`config.mk`:
```
export PLATFORM = sky130hd
export DESIGN_NAME = tick_priority_task_scheduler
export DESIGN_NICKNAME = d
export VERILOG_FILES = /design/src/rtl/tpts_pkg.sv /design/src/rtl/tick_priority_task_scheduler.sv /design/src/rtl/tpts_ctrl.sv /design/src/rtl/tpts_dpath.sv
export SDC_FILE = /design/constraint.sdc
export NUM_CORES = 1
export LEC_CHECK = 0
export BUFFER_PORTS_ARGS = -buffer_cell sky130_fd_sc_hd__buf_2
export CAP_MARGIN = 10
export CORE_UTILIZATION = 40
export CTS_BUF_LIST = sky130_fd_sc_hd__clkbuf_4 sky130_fd_sc_hd__clkbuf_8
export DETAILED_ROUTE_END_ITERATION = 8
export PLACE_DENSITY = 0.57
export SYNTH_ARGS = -nofsm -noshare
export SYNTH_HDL_FRONTEND = slang
export SYNTH_HIERARCHICAL = 1
export SYNTH_SLANG_ARGS = --single-unit
```
`constraint.sdc`:
```
create_clock -name clk -period 4.35 [get_ports clk]
set_input_delay 0.87 -clock clk [delete_from_list [all_inputs] [get_ports clk]]
set_output_delay 0.87 -clock clk [all_outputs]
set_load 0.02 [all_outputs]
```
`src/rtl/tpts_pkg.sv`:
```
// Shared types and constants of the tick priority task scheduler.
// Depends on nothing; used by tpts_ctrl, tpts_dpath and the top level.
package tpts_pkg;

	localparam int TASK_COUNT_DEF = 32;
	localparam int CNT_W          = 8;
	localparam int PRI_W          = 7;
	localparam int TIDX_W         = 5;
	localparam int S_TDATA_W      = 24;
	localparam int M_TDATA_W      = 16;

	// One entry of the task table.
	typedef struct packed {
		logic             present;
		logic [PRI_W-1:0] pri;
		logic [CNT_W-1:0] cnt;
	} entry_t;

	typedef enum logic [3:0] {
		ST_IDLE,
		ST_LOAD,
		ST_TRD,
		ST_TDEC,
		ST_SCAN,
		ST_SCAN_END,
		ST_DECIDE,
		ST_REFILL,
		ST_REFILL_END,
		ST_FRD,
		ST_FIN
	} state_t;

	// Commands from the controller to the datapath.
	typedef struct packed {
		logic capture;
		logic load_wr;
		logic rd_cur;
		logic dec_wr;
		logic scan_init;
		logic scan_rd;
		logic refill_init;
		logic refill_rd;
		logic set_refilled;
		logic commit;
		logic out_load;
	} cmd_t;

	// Status from the datapath to the controller.
	typedef struct packed {
		logic cur_zero;
		logic dec_zero;
		logic scan_last;
		logic pick_zero;
		logic refilled;
		logic out_free;
	} stat_t;

endpackage

```
`src/rtl/tick_priority_task_scheduler.sv`:
```
// Tick priority task scheduler: load one task entry or process a timer tick.
// A tick either decrements the running task's counter or scans the table, and a
// scan that finds no runnable task refills the counters and scans once more. The
// single read port serves the scan, the refill read-modify-write and the final
// counter read one entry a cycle.
// Reset clears the table valid bits, running index and handshake state at once.
//
// Depends on tpts_pkg, tpts_ctrl and tpts_dpath.
//
// Each request on the slave side is either a load (tuser = 1), which writes one
// task entry, or a timer tick (tuser = 0). Every request yields exactly one
// result on the master side. The result register lets the next request be
// accepted while a finished result still waits for m_tready; the controller
// holds a new result back until that register is free.
module tick_priority_task_scheduler #(
	parameter int TASK_COUNT = tpts_pkg::TASK_COUNT_DEF
) (
	input  logic                            clk,
	input  logic                            arst_n,
	// Request channel.
	input  logic                            s_tvalid,
	output logic                            s_tready,
	// s_tdata, from bit 0 up: task_index[4:0], load_counter[12:5],
	// load_priority[19:13], load_present[20], zero fill [23:21].
	input  logic [tpts_pkg::S_TDATA_W-1:0]  s_tdata,
	// s_tuser: mode[0] (0 = timer tick, 1 = load entry).
	input  logic                            s_tuser,
	// Result channel.
	output logic                            m_tvalid,
	input  logic                            m_tready,
	// m_tdata, from bit 0 up: next_task[4:0], switched[5], refilled[6],
	// next_counter[14:7], none_runnable[15].
	output logic [tpts_pkg::M_TDATA_W-1:0]  m_tdata
);

	tpts_pkg::cmd_t  cmd;
	tpts_pkg::stat_t stat;

	// The controller only sequences; all table access and arithmetic sit in the datapath.
	tpts_ctrl u_ctrl (
		.clk      (clk),
		.arst_n   (arst_n),
		.s_tvalid (s_tvalid),
		.mode     (s_tuser),
		.s_tready (s_tready),
		.stat     (stat),
		.cmd      (cmd)
	);

	tpts_dpath #(
		.TASK_COUNT (TASK_COUNT)
	) u_dpath (
		.clk      (clk),
		.arst_n   (arst_n),
		.cmd      (cmd),
		.s_tdata  (s_tdata),
		.m_tready (m_tready),
		.m_tvalid (m_tvalid),
		.m_tdata  (m_tdata),
		.stat     (stat)
	);

endmodule

```
`src/rtl/tpts_ctrl.sv`:
```
// Sequencing state machine of the tick priority task scheduler.
// Depends on tpts_pkg; drives the command struct of tpts_dpath.
module tpts_ctrl (
	input  logic            clk,
	input  logic            arst_n,
	input  logic            s_tvalid,
	input  logic            mode,
	output logic            s_tready,
	input  tpts_pkg::stat_t stat,
	output tpts_pkg::cmd_t  cmd
);

	tpts_pkg::state_t state_q, state_d;

	always_ff @(posedge clk or negedge arst_n) begin
		if (!arst_n) begin
			state_q <= tpts_pkg::ST_IDLE;
		end else begin
			state_q <= state_d;
		end
	end

	always_comb begin
		state_d  = state_q;
		cmd      = '0;
		s_tready = 1'b0;
		case (state_q)
			tpts_pkg::ST_IDLE: begin
				s_tready = 1'b1;
				if (s_tvalid) begin
					cmd.capture = 1'b1;
					state_d     = mode ? tpts_pkg::ST_LOAD : tpts_pkg::ST_TRD;
				end
			end
			tpts_pkg::ST_LOAD: begin
				cmd.load_wr = 1'b1;
				state_d     = tpts_pkg::ST_FRD;
			end
			tpts_pkg::ST_TRD: begin
				cmd.rd_cur = 1'b1;
				if (stat.cur_zero) begin
					cmd.scan_init = 1'b1;
					state_d       = tpts_pkg::ST_SCAN;
				end else begin
					state_d = tpts_pkg::ST_TDEC;
				end
			end
			tpts_pkg::ST_TDEC: begin
				cmd.dec_wr = 1'b1;
				if (stat.dec_zero) begin
					cmd.scan_init = 1'b1;
					state_d       = tpts_pkg::ST_SCAN;
				end else begin
					state_d = tpts_pkg::ST_FRD;
				end
			end
			tpts_pkg::ST_SCAN: begin
				cmd.scan_rd = 1'b1;
				if (stat.scan_last) begin
					state_d = tpts_pkg::ST_SCAN_END;
				end
			end
			tpts_pkg::ST_SCAN_END: begin
				state_d = tpts_pkg::ST_DECIDE;
			end
			tpts_pkg::ST_DECIDE: begin
				if (!stat.pick_zero || stat.refilled) begin
					cmd.commit = 1'b1;
					state_d    = tpts_pkg::ST_FRD;
				end else begin
					cmd.set_refilled = 1'b1;
					cmd.refill_init  = 1'b1;
					state_d          = tpts_pkg::ST_REFILL;
				end
			end
			tpts_pkg::ST_REFILL: begin
				cmd.refill_rd = 1'b1;
				if (stat.scan_last) begin
					state_d = tpts_pkg::ST_REFILL_END;
				end
			end
			tpts_pkg::ST_REFILL_END: begin
				cmd.scan_init = 1'b1;
				state_d       = tpts_pkg::ST_SCAN;
			end
			tpts_pkg::ST_FRD: begin
				cmd.rd_cur = 1'b1;
				state_d    = tpts_pkg::ST_FIN;
			end
			tpts_pkg::ST_FIN: begin
				if (stat.out_free) begin
					cmd.out_load = 1'b1;
					state_d      = tpts_pkg::ST_IDLE;
				end
			end
			default: begin
				state_d = tpts_pkg::ST_IDLE;
			end
		endcase
	end

endmodule

```
`src/rtl/tpts_dpath.sv`:
```
// Datapath of the tick priority task scheduler: task table memory, scan and
// refill pipeline, running index and result register. Depends on tpts_pkg.
module tpts_dpath #(
	parameter int TASK_COUNT = tpts_pkg::TASK_COUNT_DEF
) (
	input  logic                            clk,
	input  logic                            arst_n,
	input  tpts_pkg::cmd_t                  cmd,
	input  logic [tpts_pkg::S_TDATA_W-1:0]  s_tdata,
	input  logic                            m_tready,
	output logic                            m_tvalid,
	output logic [tpts_pkg::M_TDATA_W-1:0]  m_tdata,
	output tpts_pkg::stat_t                 stat
);

	localparam int IDX_W = $clog2(TASK_COUNT);
	localparam int CW    = tpts_pkg::CNT_W;
	localparam int PW    = tpts_pkg::PRI_W;
	localparam int TW    = tpts_pkg::TIDX_W;

	// Captured request.
	logic [TW-1:0] req_idx_q;
	logic [CW-1:0] req_cnt_q;
	logic [PW-1:0] req_pri_q;
	logic          req_pres_q;

	// Table memory with one valid bit per entry; an entry never written reads as zero.
	tpts_pkg::entry_t mem [TASK_COUNT];
	logic [TASK_COUNT-1:0] valid_q;

	logic [IDX_W-1:0] rd_addr;
	logic             rd_en;
	tpts_pkg::entry_t rd_ent_s1;
	logic             rd_vld_s1;
	tpts_pkg::entry_t rd_view;
	logic [IDX_W-1:0] rd_idx_s1;
	logic             cmp_s1;
	logic             ref_s1;

	logic             wr_en;
	logic [IDX_W-1:0] wr_addr;
	tpts_pkg::entry_t wr_ent;
	logic             load_wr_en;
	logic             ref_wr;
	logic             in_range;

	logic [IDX_W-1:0] scan_addr_q;
	logic [CW-1:0]    best_q;
	logic [IDX_W-1:0] pick_q;
	logic [IDX_W-1:0] running_q;
	logic             sw_q;
	logic             ref_q;
	logic             none_q;

	logic [CW-1:0] dec_cnt;
	logic [CW-1:0] refill_cnt;

	// Result register.
	logic          out_valid_q;
	logic [TW-1:0] out_task_q;
	logic          out_sw_q;
	logic          out_ref_q;
	logic [CW-1:0] out_cnt_q;
	logic          out_none_q;

	always_ff @(posedge clk) begin
		if (cmd.capture) begin
			req_idx_q  <= s_tdata[TW-1:0];
			req_cnt_q  <= s_tdata[TW+CW-1:TW];
			req_pri_q  <= s_tdata[TW+CW+PW-1:TW+CW];
			req_pres_q <= s_tdata[TW+CW+PW];
		end
	end

	assign in_range = (32'(req_idx_q) < TASK_COUNT);
	assign rd_view  = rd_vld_s1 ? rd_ent_s1 : '0;
	assign dec_cnt  = (rd_view.cnt == '0) ? '0 : rd_view.cnt - CW'(1);
	// Half of an 8-bit counter plus a 7-bit priority never exceeds 254, so no clamp is needed.
	assign refill_cnt = CW'(rd_view.cnt >> 1) + CW'(rd_view.pri);

	assign rd_en   = cmd.rd_cur || cmd.scan_rd || cmd.refill_rd;
	assign rd_addr = cmd.rd_cur ? running_q : scan_addr_q;

	assign load_wr_en = cmd.load_wr && in_range;
	assign ref_wr     = ref_s1 && rd_view.present;

	always_comb begin
		wr_en   = 1'b0;
		wr_addr = running_q;
		wr_ent  = rd_view;
		if (load_wr_en) begin
			wr_en          = 1'b1;
			wr_addr        = IDX_W'(req_idx_q);
			wr_ent.present = req_pres_q;
			wr_ent.pri     = req_pri_q;
			wr_ent.cnt     = req_cnt_q;
		end else if (cmd.dec_wr) begin
			wr_en      = 1'b1;
			wr_ent.cnt = dec_cnt;
		end else if (ref_wr) begin
			wr_en      = 1'b1;
			wr_addr    = rd_idx_s1;
			wr_ent.cnt = refill_cnt;
		end
	end

	always_ff @(posedge clk) begin
		if (wr_en) begin
			mem[wr_addr] <= wr_ent;
		end
		if (rd_en) begin
			rd_ent_s1 <= mem[rd_addr];
			rd_idx_s1 <= rd_addr;
		end
	end

	always_ff @(posedge clk or negedge arst_n) begin
		if (!arst_n) begin
			valid_q   <= '0;
			rd_vld_s1 <= 1'b0;
			cmp_s1    <= 1'b0;
			ref_s1    <= 1'b0;
		end else begin
			if (wr_en) begin
				valid_q[wr_addr] <= 1'b1;
			end
			if (rd_en) begin
				rd_vld_s1 <= valid_q[rd_addr];
			end
			cmp_s1 <= cmd.scan_rd;
			ref_s1 <= cmd.refill_rd;
		end
	end

	// Scan address walks from the top entry down to entry one.
	always_ff @(posedge clk) begin
		if (cmd.scan_init || cmd.refill_init) begin
			scan_addr_q <= IDX_W'(TASK_COUNT - 1);
		end else if (cmd.scan_rd || cmd.refill_rd) begin
			scan_addr_q <= scan_addr_q - IDX_W'(1);
		end
		if (cmd.scan_init) begin
			best_q <= '0;
			pick_q <= '0;
		end else if (cmp_s1 && rd_view.present && (rd_view.cnt > best_q)) begin
			best_q <= rd_view.cnt;
			pick_q <= rd_idx_s1;
		end
	end

	always_ff @(posedge clk or negedge arst_n) begin
		if (!arst_n) begin
			running_q <= '0;
			sw_q      <= 1'b0;
			ref_q     <= 1'b0;
			none_q    <= 1'b0;
		end else begin
			if (cmd.capture) begin
				sw_q   <= 1'b0;
				ref_q  <= 1'b0;
				none_q <= 1'b0;
			end
			if (cmd.set_refilled) begin
				ref_q <= 1'b1;
			end
			if (cmd.commit) begin
				running_q <= pick_q;
				sw_q      <= (pick_q != running_q);
				none_q    <= (pick_q == '0);
			end
		end
	end

	always_ff @(posedge clk or negedge arst_n) begin
		if (!arst_n) begin
			out_valid_q <= 1'b0;
		end else if (cmd.out_load) begin
			out_valid_q <= 1'b1;
		end else if (m_tready) begin
			out_valid_q <= 1'b0;
		end
	end

	always_ff @(posedge clk) begin
		if (cmd.out_load) begin
			out_task_q <= TW'(running_q);
			out_sw_q   <= sw_q;
			out_ref_q  <= ref_q;
			out_cnt_q  <= rd_view.cnt;
			out_none_q <= none_q;
		end
	end

	assign m_tvalid = out_valid_q;
	assign m_tdata  = {out_none_q, out_cnt_q, out_ref_q, out_sw_q, out_task_q};

	assign stat.cur_zero  = (running_q == '0);
	assign stat.dec_zero  = (rd_view.cnt <= CW'(1));
	assign stat.scan_last = (scan_addr_q == IDX_W'(1));
	assign stat.pick_zero = (pick_q == '0);
	assign stat.refilled  = ref_q;
	assign stat.out_free  = !out_valid_q || m_tready;

	// The single write port is never claimed by two sources at once.
	a_one_writer: assert property (@(posedge clk) disable iff (!arst_n)
		$onehot0({load_wr_en, cmd.dec_wr, ref_wr}))
		else $error("table write port claimed twice");

	// Scan compare and refill never share a read slot.
	a_stage_excl: assert property (@(posedge clk) disable iff (!arst_n)
		!(cmp_s1 && ref_s1))
		else $error("scan and refill overlap");

	// The idle task is committed only after a refill has been tried.
	a_commit_idle: assert property (@(posedge clk) disable iff (!arst_n)
		cmd.commit && (pick_q == '0) |-> ref_q)
		else $error("idle selected without refill");

	// A result that reports nothing runnable names the idle task and a refill.
	a_none_out: assert property (@(posedge clk) disable iff (!arst_n)
		cmd.out_load |=> !out_none_q || (out_ref_q && (out_task_q == '0)))
		else $error("none_runnable result inconsistent");

endmodule
```
Word level (Yosys, flattened, before mapping) --
Memories as Yosys holds them, arrays and structs flattened. A register that Yosys moved wholly into a read port is not among the register bits. Index checks and enable logic that the tools add are counted.
Storage, ports and cells: bits in registers 108, RAM bits 512, bits of input ports 29, output and inout bits 18, word-level logic and storage cells 121, memories 1
Operators by class: add/sub/neg operators 3, order comparisons 5, eq/ne operators 16, muxes and demuxes 51, bitwise logic cells 1, reductions and logical operators 21
Memories:
- u_dpath.mem | depth 32, bits a word 16, rd ports 1, clocked after memory_dff 1, write ports 1, line tpts_dpath.sv:28 | tpts_pkg::entry_t mem [TASK_COUNT];
Operators by type and width (number):
- 4-bit case mux with 11 select lines | 1
- 8-bit two-way mux | 5
- 32-bit bitwise OR | 1
- 1-bit two-way mux | 28
- 4-bit two-way mux | 6
- 5-bit two-way mux | 4
- 4-bit by 3-bit == test with 1-bit output, second input constant | 4
- 16-bit two-way mux | 1
- 4-bit == test, second input constant | 3
- 5-bit by 6-bit less-than comparator with 1-bit output, second input constant | 2
- 5-bit logical NOT | 2
- 7-bit by 7-bit adder with 8-bit output | 1
- 4-bit by 2-bit == test with 1-bit output, second input constant | 2
- 8-bit > comparator | 1
- 8-bit by 1-bit less-or-equal comparator with 1-bit output, second input constant | 1
- 8-bit logical NOT | 1
- 2-bit inequality test, second input constant | 4
- 8-bit by 1-bit subtractor with 8-bit output, second input constant | 1
- 1-bit logical OR | 6
- 2-bit nonzero test | 3
- 1-bit binary-select mux with 5-bit select | 1
- 1-bit demux with 5-bit select | 1
- 5-bit by 1-bit == test with 1-bit output, second input constant | 1
- 5-bit by 1-bit greater-or-equal comparator with 1-bit output, second input constant | 1
- other kinds (11) | 16

Depth between registers and ports, before layout --
Gate-level depths: netlist (run 1).
depth after elaboration 10, gate-level depth with buffers 15, gate-level depth less buffers 10

Modules after synthesis --
The synthesis (run 1) kept the hierarchy.
By module, submodules not included:
- tpts_dpath | times used 1, cells an instance 1990, area each 27545.2 um^2, seq. area each 18577.8 um^2
- tpts_ctrl | times used 1, cells an instance 66, area each 488.0 um^2, seq. area each 100.1 um^2

Worst setup path before layout (run 1) --
Ideal clock, no wire load.
kind register to register, from reg u_dpath.rd_vld_s1, to mem u_dpath/mem[0][4] in the netlist's numbering (data pin), setup time 465 ps, arrival time 3561 ps, data required time 3885 ps, setup slack 324 ps, cell stages (with the launch flop) 13, buffers on the path 3, clock period less this slack 4026 ps, cell sequence dfrtp_1 > buf_2 > buf_2 > clkbuf_1 > and2_1 > ha_1 > ha_1 > a21o_1 > maj3_1 > nand2_1 > mux2i_1 > o21ai_0 > a21boi_0
RTL lines:
- from (decl) | line tpts_dpath.sv:34 | logic rd_vld_s1;
- from (signal assigned) | line tpts_dpath.sv:128 | rd_vld_s1 <= valid_q[rd_addr];
- to (decl) | line tpts_dpath.sv:28

==> flow_summary.yaml, run 1 <==
status:
  status: "finished with violations"
  violations: "DRC"
clocking:
  htreeDepth: 3
  cts_made_buffers: 103
  cts_resized: 0
  insertion_delay_ns: 0.72
  post_cts_buffers: 0
  clk_pin_slew_ns: 0.06
  cts_root_buffer: "clkbuf_8"
  clock_sinks: 636
  clock_path_buffers: 3
  holdBufCountCts: 0
  cts_tree: "done"
die:
  rows: 96
  core_sq_um: 68900
  die_w_um: 267
  initial_utilization_pct: 40.7
  pin_count: 47
  die_h_um: 267
  die_area_sq_um: 71100
final_layout:
  n_antenna_cell: 0
  area_growth_pct: 14.1
  nets: 2226
  final_area_sq_um: 32000
  fillerInstances: 6133
  final_cells: 3201
  drive_gt1_share_pct: 18.7
timing:
  setup_violations: 0
  fmax_mhz: 267
  max-slew-margin-rel_pct: 16.1
  rsz0062_at_grt: "no"
  tightest_slew_ns: 1.23
  hold_viol: 0
  setup-tns-final_ns: 0
  fin_crit_sh_pct: 86.1
  drv_slew: 0
  period_needed_ns: 3.74
  finClkSkew_ns: 0.0238
detailed_routing:
  wirelength_um: 76300
  drt_iter0_drc: 1767
  vias: 18400
  ant_nets: 0
  routedWlPerCell_um: 23.8
  drc: 1
  viasPerCell: 5.75
  first_pass_iters: 9
synth:
  synth_common_cells: "edfxtp_1, nand2_1, a21oi_1"
  synth_nets: 2101
  synth_top_area_share_pct: 61.1
  yosysMostFrequentCell: "edfxtp_1"
  synth-warning-count: 6
  synthFlopType: "edfxtp_1"
  synth_top_cell_by_area: "edfxtp_1"
  synth_area_leaders: "edfxtp_1, dfrtp_1, nand2_1"
  netlist_instances: 2056
  synth-edff-count: 570
  avgSynthCellArea_sq_um: 13.6
  ys_async_sr_fraction_pct: 7.55
  ys_seq_area_share_pct: 66.6
  syn-cell-area_sq_um: 28000
  yosys.cell_types.count: 87
  ys_ff_latch: 636
power_and_ir_drop:
  power.density_nw_per_um2: 699
  power_w: 0.0223
  leakage_nw: 11.1
  ir_worst_vdd_mv: 0.314
worst_hold_path:
  hold_path.class: "primary input to register"
worst_setup_path:
  worstPathArrival_ns: 4.15
  slowest_stage: "dfrtp_1"
  r2r_setup_slack_ns: 0.61
  critPathLaunchType: "register"
  path_cells: "nand3b_1, a21oi_4, mux2i_4, buf_12, buf_4, nor2b_1, a211oi_1, a311oi_1, o31ai_1, a32oi_1"
  crit_fanout: 23
  worstSetupPathType: "register to register"
  critPathTopFamily: "compound AO/OA/AOI/OAI gates"
  max_stage_delay_ns: 0.68
  crit_required_ns: 4.76
  worstSetupEndpointType: "register"
  cp.buffers_inverters: 2
global_route:
  met3_usage_pct: 3.70
  grtUsageMet2_pct: 34.6
  grt_pass1_vias: 18000
  grt_pass1_wl_um: 114000
  track_usage_pct: 21.6
  busiest_layer: "met2"
  gr-total-overflow: 0
  antenna_found_initial: 0
  grt_max_degree: 67
  grtUsageMet1_pct: 29.2
place:
  portBuffers: 43
  dpl_cell_area_sq_um: 29900
  place_congestion: 0.886
  dp_cells: 3007
  dp_hpwl_um: 46900
job:
  drv_cap: 0
## kinds of logic after synthesis
family          after synthesis  share of synthesized area [%]
compound gates              572                           15.2
xor+xnor                     18                          0.562
fa+ha+maj                    21                          0.897
buf+inv                     208                           3.42
flops                       636                           66.6
mux                         107                           4.98
simple gates                494                           8.35
## cell type report
| type | count | area [sq um] | share of cell area (%) |
|---|---|---|---|
| sequential | 636 | 18700 | 58.4 |
| timing repair buffer | 174 | 1340 | 4.18 |
| multi-input combinational | 1212 | 8500 | 26.6 |
| tap | 931 | 1160 | 3.64 |
| clock buffer | 145 | 1780 | 5.56 |
| inverter | 54 | 203 | 0.634 |
| clock inverter | 49 | 327 | 1.02 |
## placed cells by master (no fill, tap or decap), types with 50 or more instances in the layout
master / n
a211o_1: 81
a211oi_1: 66
a21oi_1: 105
buf_4: 120
clkbuf_8: 110
edfxtp_1: 570
mux2i_1: 71
nand2_1: 216
nand3_1: 56
nor2_1: 50
nor2b_1: 53
## state kept, by name (all words and copies together), names as in the netlist, 4 cells and up
name / count
u_dpath/rd_ent_s1: 16
u_dpath/pick_q: 5
u_dpath/rd_idx_s1: 5
u_dpath/req_cnt_q: 8
u_dpath/out_task_q: 5
u_dpath/mem: 512
u_dpath/best_q: 8
u_dpath/scan_addr_q: 5
u_dpath/running_q: 5
u_dpath/valid_q: 32
u_dpath/req_pri_q: 7
u_ctrl/state_q: 4
u_dpath/req_idx_q: 5
u_dpath/out_cnt_q: 8
## final timing paths
kind / startpoint / to / cells after the start
max: u_ctrl/state_q[3] / u_dpath/rd_ent_s1[14] / 10
min: s_tdata[8] / u_dpath/req_cnt_q[3] / 1
max reg2reg: u_ctrl/state_q[3] / u_dpath/rd_ent_s1[14] / 10
min reg2reg: u_dpath/sw_q / u_dpath/out_sw_q / 0
min in group asynchronous: arst_n / u_dpath/rd_vld_s1 / 1
max in group asynchronous: arst_n / u_dpath/valid_q[8] / 1
## through the flow
| stage | hold slack (ns) | util (%) | setup WS [ns] |
|---|---|---|---|
| after global routing | 0.298 | 46.4 | 0.381 |
| after floorplan | 0.423 | - | 0.324 |
| after detailed placement | 0.448 | 43.3 | 0.705 |
| after global placement | 0.438 | 43.3 | 0.756 |
| after CTS | 0.284 | 46.4 | 0.670 |
| final | 0.344 | 46.4 | 0.606 |
## power breakdown
group | switching [W] | internal [W]
Clock | 0.00240 | 0.00283
Combinational | 0.00580 | 0.00316
Sequential | 0.000333 | 0.00783
## routing by layer
metal  vias up  part of all wire, %
li1       8315                    -
met2       719                   47
met5         -                    0
met4         0                  3.6
met1      9206                   43
met3       172                  6.9
(Power assumes the default switching activity.)
==> run 2: changes to the inputs <==
Settings changed: MAX_ROUTING_LAYER set to met4.
==> flow_summary.yaml, run 2 (synthesis results as in run 1) <==
clocking:
  cts_tree: "done"
  cts_made_buffers: 105
  insertion_delay_ns: 0.72
  cts_resized: 0
  post_cts_buffers: 0
  clock_path_buffers: 3
  cts_root_buffer: "clkbuf_8"
  holdBufCountCts: 0
  htreeDepth: 3
  clk_pin_slew_ns: 0.07
  clock_sinks: 636
detailed_routing:
  drt_iter0_drc: 1564
  vias: 18300
  viasPerCell: 5.75
  ant_nets: 0
  routedWlPerCell_um: 23.8
  drc: 0
  first_pass_iters: 5
  wirelength_um: 75900
timing:
  tightest_slew_ns: 1.20
  rsz0062_at_grt: "no"
  drv_slew: 0
  setup_violations: 0
  hold_viol: 0
  finClkSkew_ns: 0.0317
  period_needed_ns: 3.46
  max-slew-margin-rel_pct: 19.7
  holdWs_ns: 0.0978
  setup-tns-final_ns: 0
  fmax_mhz: 289
  fin_crit_sh_pct: 79.6
die:
  pin_count: 47
  die_w_um: 267
  core_sq_um: 68900
  die_area_sq_um: 71100
  die_h_um: 267
  initial_utilization_pct: 40.7
  rows: 96
place:
  portBuffers: 43
  place_congestion: 0.866
  dp_cells: 2993
  dp_hpwl_um: 46600
  dpl_cell_area_sq_um: 29900
job:
  drv_cap: 0
worst_setup_path:
  worstSetupPathType: "register to register"
  critPathTopFamily: "simple AND/OR/NAND/NOR gates"
  path_common_cell: "buf_4"
  r2r-start: "u_ctrl/state_q[0]"
  max_stage_delay_ns: 0.49
  slowest_stage: "dfrtp_1"
  critPathLaunchType: "register"
  crit_fanout: 16
  crit_start: "u_ctrl/state_q[0]"
  cp.buffers_inverters: 3
  path_cells: "buf_4, nand2_1, nor3_1, buf_4, nand4b_1, mux2i_1, o21ai_0, nand3_1, nor2_2, buf_4"
  worstPathArrival_ns: 3.84
  crit_required_ns: 4.73
  worstSetupEndpointType: "register"
global_route:
  gr-total-overflow: 0
  grt_max_degree: 77
  grt_pass1_vias: 18200
  track_usage_pct: 22.1
  antenna_found_initial: 0
  grt_pass1_wl_um: 114000
final_layout:
  drive_gt1_share_pct: 18.2
  final_common_cell: "edfxtp_1"
  n_antenna_cell: 0
  final_util_pct: 46.3
  nets: 2214
  mostFrequentLayoutCells: "edfxtp_1, nand2_1, clkbuf_8, a21oi_1, buf_4"
  largest_register: "u_dpath/mem"
  largest_reg_flops: 512
  final_cells: 3184
  final_area_sq_um: 31900
  fillerInstances: 6192
  area_growth_pct: 13.9
  largestRegisters: "u_dpath/mem (512), u_dpath/valid_q (32), u_dpath/rd_ent_s1 (16)"
power_and_ir_drop:
  power.density_nw_per_um2: 693
  leakage_nw: 11.1
  ir_worst_vdd_mv: 0.388
worst_hold_path:
  hold_path.class: "primary input to asynchronous set/reset pin"
status:
  status: "complete, no violations"
-- run 2: changes by cell type in the layout (fill, tap and decap cells not counted), sizes merged --
cell	change
clkinv	+1
bufinv	-1
buf	-14
inv	-2
clkbuf	-1
-- run 2: final timing paths --
check	endpoint	slack (ns)	depth (start not counted)
min	u_dpath/rd_vld_s1	0.1	1
max in group asynchronous	u_dpath/valid_q[9]	3.46	2
min in group clk	u_dpath/req_idx_q[3]	0.32	1
max reg2reg	u_dpath/mem[5][10]	0.89	10
max	u_dpath/mem[5][10]	0.89	10
min reg2reg	u_dpath/out_sw_q	0.45	0
-- run 2: metal layers --
metal  vias up  track usage, %  wire, um
met1      9253            29.1     32900
met3       146            3.48      4710
met5         -               -         0
met4         0            6.79      1910
li1       8271               -         -
met2       646            35.2     36300
-- run 2: layout make-up --
class                           instances  area [sq um]  area share (%)
Clock inverter                         47           278           0.870
Tap cell                              931          1160            3.65
Inverter                               54           203           0.635
Clock buffer                          144          1760            5.50
Sequential cell                       636         18700            58.5
Multi-Input combinational cell       1212          8490            26.6
Timing Repair Buffer                  160          1360            4.25
-- run 2: power by group --
part	switching, W	internal, W	total [W]
registers	0.000340	0.00783	0.00817
logic	0.00574	0.00312	0.00886
clock network	0.00237	0.00273	0.00510
total	0.00845	0.0137	0.0221
-- run 2: stage by stage --
step | setup slack, ns | total power [W]
global route | 0.628 | 0.0232
finish | 0.888 | 0.0221
CTS | 0.901 | 0.0222
global placement | 0.963 | 0.0169
floorplan | 0.324 | 0.0137
detailed placement | 0.920 | 0.0171
